==> config.mk <==
export PLATFORM = sky130hd
export DESIGN_NAME = shortest_simple_path_search_top
export DESIGN_NICKNAME = d
export VERILOG_FILES = /design/src/rtl/core/ssps_pkg.sv /design/src/rtl/core/ssps_road_ram.sv /design/src/rtl/core/ssps_search.sv /design/src/rtl/core/shortest_simple_path_search_top.sv
export SDC_FILE = /design/constraint.sdc
export NUM_CORES = 1
export LEC_CHECK = 0
export ABC_AREA = 1
export ABC_CLOCK_PERIOD_IN_PS = 4500
export BUFFER_PORTS_ARGS = -buffer_cell sky130_fd_sc_hd__buf_4
export CAP_MARGIN = 15
export CORE_ASPECT_RATIO = 1.1
export CORE_MARGIN = 2
export CORE_UTILIZATION = 55
export CTS_BUF_LIST = sky130_fd_sc_hd__clkbuf_16
export DETAILED_ROUTE_END_ITERATION = 10
export GPL_TIMING_DRIVEN = 0
export PLACE_DENSITY = 0.75
export SETUP_SLACK_MARGIN = 0.02
export SYNTH_ARGS = -nofsm -noshare
export SYNTH_HDL_FRONTEND = slang
export SYNTH_SLANG_ARGS = --single-unit
==> constraint.sdc <==
create_clock -name i_clk -period 4.5 [get_ports i_clk]
set_input_delay 0.675 -clock i_clk [delete_from_list [all_inputs] [get_ports i_clk]]
set_output_delay 0.675 -clock i_clk [all_outputs]
set_load 0.005 [all_outputs]
==> src/rtl/core/ssps_pkg.sv <==
// Package of the shortest simple path search block: sizes, codes, states and
// the structs passed between its modules. Depends on nothing.
package ssps_pkg;

    localparam int CITIES      = 4;
    localparam int WEIGHT_BITS = 16;

    localparam int CITY_BITS   = 3;
    localparam int IN_W_BITS   = 16;
    localparam int DIST_BITS   = 19;
    localparam int IDX_BITS    = (CITIES > 2) ? $clog2(CITIES) : 1;
    localparam int CNT_BITS    = $clog2(CITIES + 1);
    localparam int ADDR_BITS   = 2 * IDX_BITS;
    localparam int STORE_BITS  = (WEIGHT_BITS < IN_W_BITS) ? WEIGHT_BITS : IN_W_BITS;

    localparam logic [DIST_BITS-1:0] DIST_MAX = {DIST_BITS{1'b1}};

    localparam logic REQ_LOAD  = 1'b0;
    localparam logic REQ_QUERY = 1'b1;

    typedef enum logic [1:0] {
        ST_IDLE,
        ST_SCAN,
        ST_READ,
        ST_EMIT
    } t_state;

    typedef struct packed {
        logic                  we;
        logic [ADDR_BITS-1:0]  addr;
        logic [STORE_BITS-1:0] data;
    } t_load_req;

    typedef struct packed {
        logic                start;
        logic [IDX_BITS-1:0] src;
        logic [IDX_BITS-1:0] dst;
    } t_query;

    typedef struct packed {
        logic                 valid;
        logic [CITY_BITS-1:0] city;
        logic [DIST_BITS-1:0] distance;
        logic                 last;
    } t_route_out;

endpackage

==> src/rtl/core/ssps_road_ram.sv <==
// Road weight memory with one write port and one registered read port.
// Per-entry valid bits make unwritten entries read as zero. Uses ssps_pkg.
module ssps_road_ram (
    input  logic                           i_clk,
    input  logic                           i_rst_n,
    input  ssps_pkg::t_load_req            i_load,
    input  logic [ssps_pkg::ADDR_BITS-1:0] i_rd_addr,
    output logic [ssps_pkg::STORE_BITS-1:0] o_rd_data
);
    import ssps_pkg::*;

    localparam int DEPTH = 2 ** ADDR_BITS;

    logic [STORE_BITS-1:0] r_mem [DEPTH];
    logic [DEPTH-1:0]      r_vld;
    logic [STORE_BITS-1:0] r_rd_data;
    logic                  r_rd_vld;

    always_ff @(posedge i_clk) begin
        if (i_load.we) begin
            r_mem[i_load.addr] <= i_load.data;
        end
        r_rd_data <= r_mem[i_rd_addr];
    end

    always_ff @(posedge i_clk) begin
        if (!i_rst_n) begin
            r_vld    <= '0;
            r_rd_vld <= 1'b0;
        end else begin
            if (i_load.we) begin
                r_vld[i_load.addr] <= 1'b1;
            end
            r_rd_vld <= r_vld[i_rd_addr];
        end
    end

    assign o_rd_data = r_rd_vld ? r_rd_data : '0;

endmodule

==> src/rtl/core/ssps_search.sv <==
// Depth-first search sequencer: path stack, visited set, best route store and
// route output. Reads road weights from ssps_road_ram. Uses ssps_pkg.
module ssps_search (
    input  logic                            i_clk,
    input  logic                            i_rst_n,
    input  ssps_pkg::t_query                i_query,
    input  logic [ssps_pkg::STORE_BITS-1:0] i_rd_data,
    input  logic                            i_out_stall,
    output logic [ssps_pkg::ADDR_BITS-1:0]  o_rd_addr,
    output logic                            o_busy,
    output ssps_pkg::t_route_out            o_route
);
    import ssps_pkg::*;

    t_state               r_state;
    t_state               n_state;
    logic [IDX_BITS-1:0]  r_depth;
    logic [IDX_BITS-1:0]  r_city [CITIES];
    logic [CNT_BITS-1:0]  r_nb [CITIES];
    logic [DIST_BITS-1:0] r_dist [CITIES];
    logic [CITIES-1:0]    r_visited;
    logic [IDX_BITS-1:0]  r_cand;
    logic [IDX_BITS-1:0]  r_dest;
    logic [IDX_BITS-1:0]  r_best_route [CITIES];
    logic [CNT_BITS-1:0]  r_best_len;
    logic [DIST_BITS-1:0] r_best_dist;
    logic                 r_best_valid;
    logic [IDX_BITS-1:0]  r_out_idx;

    logic [CNT_BITS-1:0]  cur_nb;
    logic [IDX_BITS-1:0]  cand_idx;
    logic                 exhausted;
    logic                 cand_seen;
    logic [DIST_BITS:0]   dist_sum;
    logic [DIST_BITS-1:0] new_dist;
    logic                 at_dest;
    logic                 better;
    logic                 out_last;
    logic                 out_take;
    logic [IDX_BITS-1:0]  push_idx;

    assign cur_nb    = r_nb[r_depth];
    assign cand_idx  = cur_nb[IDX_BITS-1:0];
    assign exhausted = (cur_nb == CNT_BITS'(CITIES));
    assign cand_seen = r_visited[cand_idx];
    assign o_rd_addr = {r_city[r_depth], cand_idx};

    assign dist_sum = {1'b0, r_dist[r_depth]} + (DIST_BITS + 1)'(i_rd_data);
    assign new_dist = dist_sum[DIST_BITS] ? DIST_MAX : dist_sum[DIST_BITS-1:0];
    assign at_dest  = (r_cand == r_dest);
    assign better   = !r_best_valid || (new_dist < r_best_dist);
    assign push_idx = r_depth + IDX_BITS'(1);

    assign out_last = ((CNT_BITS'(r_out_idx) + CNT_BITS'(1)) == r_best_len);
    assign out_take = (r_state == ST_EMIT) && !i_out_stall;

    always_comb begin
        n_state = r_state;
        unique case (r_state)
            ST_IDLE: begin
                if (i_query.start) begin
                    n_state = (i_query.src == i_query.dst) ? ST_EMIT : ST_SCAN;
                end
            end
            ST_SCAN: begin
                priority if (exhausted) begin
                    if (r_depth == '0) begin
                        n_state = r_best_valid ? ST_EMIT : ST_IDLE;
                    end
                end else if (!cand_seen) begin
                    n_state = ST_READ;
                end else begin
                    n_state = ST_SCAN;
                end
            end
            ST_READ: begin
                n_state = ST_SCAN;
            end
            ST_EMIT: begin
                if (out_take && out_last) begin
                    n_state = ST_IDLE;
                end
            end
            default: n_state = ST_IDLE;
        endcase
    end

    always_ff @(posedge i_clk) begin
        if (!i_rst_n) begin
            r_state <= ST_IDLE;
        end else begin
            r_state <= n_state;
        end
    end

    // Control part of the search state.
    always_ff @(posedge i_clk) begin
        if (!i_rst_n) begin
            r_depth      <= '0;
            r_visited    <= '0;
            r_best_valid <= 1'b0;
            r_out_idx    <= '0;
        end else begin
            unique case (r_state)
                ST_IDLE: begin
                    if (i_query.start) begin
                        r_depth      <= '0;
                        r_visited    <= CITIES'(1) << i_query.src;
                        r_best_valid <= (i_query.src == i_query.dst);
                        r_out_idx    <= '0;
                    end
                end
                ST_SCAN: begin
                    if (exhausted && (r_depth != '0)) begin
                        r_visited[r_city[r_depth]] <= 1'b0;
                        r_depth                    <= r_depth - IDX_BITS'(1);
                    end
                end
                ST_READ: begin
                    if (at_dest) begin
                        if (better) begin
                            r_best_valid <= 1'b1;
                        end
                    end else begin
                        r_visited[r_cand] <= 1'b1;
                        r_depth           <= push_idx;
                    end
                end
                ST_EMIT: begin
                    if (out_take) begin
                        r_out_idx <= r_out_idx + IDX_BITS'(1);
                    end
                end
                default: ;
            endcase
        end
    end

    // Path stack and best route contents.
    always_ff @(posedge i_clk) begin
        unique case (r_state)
            ST_IDLE: begin
                if (i_query.start) begin
                    r_dest          <= i_query.dst;
                    r_city[0]       <= i_query.src;
                    r_nb[0]         <= '0;
                    r_dist[0]       <= '0;
                    r_best_route[0] <= i_query.src;
                    r_best_len      <= CNT_BITS'(1);
                    r_best_dist     <= '0;
                end
            end
            ST_SCAN: begin
                if (!exhausted) begin
                    r_nb[r_depth] <= cur_nb + CNT_BITS'(1);
                    r_cand        <= cand_idx;
                end
            end
            ST_READ: begin
                if (at_dest) begin
                    if (better) begin
                        for (int k = 0; k < CITIES; k++) begin
                            if (k <= int'(r_depth)) begin
                                r_best_route[k] <= r_city[k];
                            end else if (k == int'(r_depth) + 1) begin
                                r_best_route[k] <= r_cand;
                            end
                        end
                        r_best_len  <= CNT_BITS'(r_depth) + CNT_BITS'(2);
                        r_best_dist <= new_dist;
                    end
                end else begin
                    r_city[push_idx] <= r_cand;
                    r_nb[push_idx]   <= '0;
                    r_dist[push_idx] <= new_dist;
                end
            end
            default: ;
        endcase
    end

    assign o_busy           = (r_state != ST_IDLE);
    assign o_route.valid    = (r_state == ST_EMIT);
    assign o_route.city     = CITY_BITS'(r_best_route[r_out_idx]);
    assign o_route.distance = r_best_dist;
    assign o_route.last     = out_last;

endmodule

==> src/rtl/core/shortest_simple_path_search_top.sv <==
// Shortest simple path search over a small road matrix; uses ssps_pkg, ssps_road_ram
// and ssps_search. A load request is taken whenever the block is idle, and loads may run
// back to back. A query with distinct ends first searches (neighbour scans, weight reads,
// backtracks), then its route leaves at one city per cycle while i_stall is low;
// o_stall stays high until the last city is taken, so requests run one at a time.
// Synchronous active-low reset returns the block to idle and the road memory to zero.
module shortest_simple_path_search_top (
    input  logic                 i_clk,
    input  logic                 i_rst_n,
    input  logic                 i_valid,
    output logic                 o_stall,
    input  logic                 i_req_type,
    input  logic [2:0]           i_row,
    input  logic [2:0]           i_col,
    input  logic [15:0]          i_weight,
    input  logic [2:0]           i_source_city,
    input  logic [2:0]           i_dest_city,
    output logic                 o_valid,
    input  logic                 i_stall,
    output logic [2:0]           o_city,
    output logic [18:0]          o_distance,
    output logic                 o_last
);
    import ssps_pkg::*;

    // A request is taken only while the search sequencer is idle, so a query
    // and its route output never overlap with another request.
    logic                  accept;
    logic                  busy;
    logic                  row_ok;
    logic                  col_ok;
    logic                  src_ok;
    logic                  dst_ok;
    t_load_req             load;
    t_query                query;
    logic [ADDR_BITS-1:0]  rd_addr;
    logic [STORE_BITS-1:0] rd_data;
    t_route_out            route;

    assign accept = i_valid && !busy;

    // City numbers at or above the configured count are ignored: a load to such
    // a place is dropped, and such a query gives no route at all.
    assign row_ok = ({1'b0, i_row} < 4'(CITIES));
    assign col_ok = ({1'b0, i_col} < 4'(CITIES));
    assign src_ok = ({1'b0, i_source_city} < 4'(CITIES));
    assign dst_ok = ({1'b0, i_dest_city} < 4'(CITIES));

    // Only the low weight bits that the memory holds are kept.
    assign load.we   = accept && (i_req_type == REQ_LOAD) && row_ok && col_ok;
    assign load.addr = {i_row[IDX_BITS-1:0], i_col[IDX_BITS-1:0]};
    assign load.data = i_weight[STORE_BITS-1:0];

    assign query.start = accept && (i_req_type == REQ_QUERY) && src_ok && dst_ok;
    assign query.src   = i_source_city[IDX_BITS-1:0];
    assign query.dst   = i_dest_city[IDX_BITS-1:0];

    ssps_road_ram u_road_ram (
        .i_clk     (i_clk),
        .i_rst_n   (i_rst_n),
        .i_load    (load),
        .i_rd_addr (rd_addr),
        .o_rd_data (rd_data)
    );

    // The sequencer walks all simple paths depth-first, neighbours in
    // ascending order, and keeps the first strictly shortest one.
    ssps_search u_search (
        .i_clk       (i_clk),
        .i_rst_n     (i_rst_n),
        .i_query     (query),
        .i_rd_data   (rd_data),
        .i_out_stall (i_stall),
        .o_rd_addr   (rd_addr),
        .o_busy      (busy),
        .o_route     (route)
    );

    assign o_stall    = busy;
    assign o_valid    = route.valid;
    assign o_city     = route.city;
    assign o_distance = route.distance;
    assign o_last     = route.last;

endmodule

==> metrics.csv <==
metric;value;unit
layout_commonest_cell;edfxtp_1;
final_cell_mix;386 x edfxtp_1, 252 x nor2_1, 224 x nand2_1;
yosys.area.top_type;edfxtp_1;
violations;setup timing;
min_period;4.53;ns
firstDrtPassIters;5;
fin_skew;0.0103;ns
drt-initial-drc-count;1475;
reg2reg_to;u_search.r_best_dist[2];
path_class;reg -> reg;
min_period_over_period;1.01;
io_pins;58;
cp_slowest_stage_delay;0.38;ns
cp_common_cell;nand2_1;
num_vias;13800;
use_met2;0.473;
num_rows;70;
run_status;complete, but fails checks;
cts_buffer_depth;3;
gr-total-overflow;0;
antennaDiodeCount;0;
r2r_cells;25;
die_y;197;µm
start_util;0.560;
final_max_slew_viol_count;0;
postSynth.asyncResetShare;0;
ant_nets;0;
hold_end;u_search.r_dest[0];
drv_cap;0;
ys_seq_area_frac;0.673;
die_area;35400;µm²
die_x;180;µm
cp.arrival;4.85;ns
ys_warn_count;0;
ys_top_cells_by_area;edfxtp_1 62%, nor2_1 5.7%, dfxtp_1 5.2%;
wl_per_cell;21.3;µm
insertion_delay;0.55;ns
grt_max_degree;22;
avgSynthCellArea;11.1;µm²
crit_required;4.81;ns
fillCellCount;2310;
cts.sinks;434;
max_freq;0.221;GHz
synth.distinct_cells;45;
grt_util_all_layers;0.268;
grt_pass1_vias;13480;
antenna_found_initial;0;
totalWireLength;49.2;mm
core_region_area;33300;µm²
holdWs;0.317;ns
syn_nets;1762;
synth_seq_cells;434;
synth_ff_type;edfxtp_1;
syn_inst;1680;
grtUsageMet1;0.330;
critPathCaptureType;register;
top_usage_layer;met2;
synth_edf_count;386;
finish.utilization;0.673;
cts_root_buf;clkbuf_16;
relSlewSlack;0.326;
worst_setup_path_start_kind;register;
io_buffers;56;
via_per_inst;5.97;
area_growth;20.2;%
synth_top_area_share;0.622;
r2r_setup_slack;-0.03;ns
rsz0062_at_grt;yes;
numCtsBuffers;42;
htreeDepth;2;
path_max_fanout;8;
synth.cell_area;18600;µm²
gp_congestion;0.904;
cts_tree;yes;
peakVddDrop;0.406;mV
layout.nets;1928;
use_met3;0.0324;
p_leak;8.48;nW
setup-violations-final;18;
final-hold-violation-count;0;
grt_pass1_wl;73.4;mm
worstHoldStart;i_dest_city[0];
holdBufCountCts;0;
hold_depth;1;
fin_ws;-0.0344;ns
drc;0;
clkTransAtPathRegs;0.07;ns
dpl.hpwl;31.5;mm
powerDensity;645;nW/µm²
hp-class;in -> reg;
worstMarginPinSlew;1.01;ns
drive_above_1_share;0.186;
crit_slowest_cell;dfxtp_4;
-- cells by family (layout without fill, tap and decap cells) --
family	count (synthesis)	in the layout	synth area share
AO/OA/AOI/OAI	352	352	0.105
other	1	1	0.000201
buffers and inverters	210	409	0.0454
flip-flops	434	434	0.673
AND/OR/NAND/NOR	621	621	0.137
XOR/XNOR	13	13	0.00611
adder cells (fa/ha/maj)	49	49	0.0333
-- worst max path at each step --
stage / end / cells past startpoint / slack, ns / from
after global routing: u_search.r_best_dist[1] / 25 / -0.19 / register
after global placement: u_search.r_best_dist[12] / 25 / -1.52 / register
after detailed placement: u_search.r_best_dist[14] / 25 / -1.59 / register
after floorplan: u_search.r_best_dist[0] / 27 / 0.04 / register
after CTS: u_search.r_best_dist[2] / 26 / 0.07 / register
final: u_search.r_best_dist[2] / 25 / -0.03 / register
-- metrics by stage --
step / power (mW) / setup TNS, ns / area [µm²] / std cells / worst slack, ns
after floorplan: 8.24 / 0 / 18700 / 1680 / 0.0363
after global placement: 9.86 / -47.92 / 19600 / 2168 / -1.52
after detailed placement: 10.0 / -50.86 / 20000 / 2187 / -1.59
after CTS: 13.9 / 0 / 21900 / 2286 / 0.0737
after global routing: 15.1 / -5.10 / 22400 / 2311 / -0.192
final: 14.5 / -0.352 / 22400 / 2311 / -0.0344
-- cell type report --
type	instances	area (µm²)	area share
Tap cell	432	541	0.0241
Buffer	76	518	0.0231
Clock inverter	35	357	0.0159
Clock buffer	42	1050	0.0469
Multi-Input combinational cell	1036	5730	0.256
Sequential cell	434	12600	0.560
Inverter	129	500	0.0223
Timing Repair Buffer	126	1150	0.0515
Timing Repair inverter	1	7.51	0.000335
-- where the power goes --
part / internal, mW / switching (mW)
clock: 2.07 / 1.53
sequential: 4.81 / 0.125
combinational: 1.93 / 3.99
-- per-layer routing --
layer  vias up  part of all wire
met5         -                 0
met4         0             0.048
met3       185             0.089
met2       824              0.49
met1      6547              0.37
li1       6244                 -
-- registers in the layout, summed over array words and instances (netlist names), 3 cells and up, named ones only --
signal / cells
u_search.r_best_dist: 19
u_search.r_city: 8
u_search.r_best_len: 3
u_road_ram.r_mem: 256
u_search.r_visited: 4
u_search.r_best_route: 8
u_search.r_nb: 12
u_search.r_dist: 76
u_road_ram.r_rd_data: 16
u_road_ram.r_vld: 16
-- critical path: cells and delay by family, from the launching register on --
kind                     cells  cell delay [ns]
AND/OR/NAND/NOR             13             1.67
buffers and inverters        6             0.86
AO/OA/AOI/OAI                4             0.74
adder cells (fa/ha/maj)      2             0.63
flip-flops                   1             0.38
-- what timing repair did --
action                                  4_1_cts  5_1_grt
endpoints found under the setup margin       38       38
gates cloned                                  1        3
resized for setup                            96       83
buffers inserted                             24       25
pin swaps                                    32       49
-- synth_stat cells, types with 6 or more instances --
| master | count |
|---|---|
| a21oi_1 | 38 |
| a31oi_1 | 6 |
| buf_1 | 6 |
| buf_2 | 13 |
| clkbuf_1 | 53 |
| dfxtp_1 | 48 |
| edfxtp_1 | 386 |
| ha_1 | 48 |
| inv_1 | 125 |
| nand2_1 | 239 |
| nand3_1 | 38 |
| nand4_1 | 30 |
| nor2_1 | 284 |
| nor3_1 | 7 |
| o21ai_0 | 192 |
| o21ai_1 | 8 |
| o22ai_1 | 88 |
| or2_2 | 7 |
| xnor2_1 | 8 |
(Power assumes the default switching activity.)
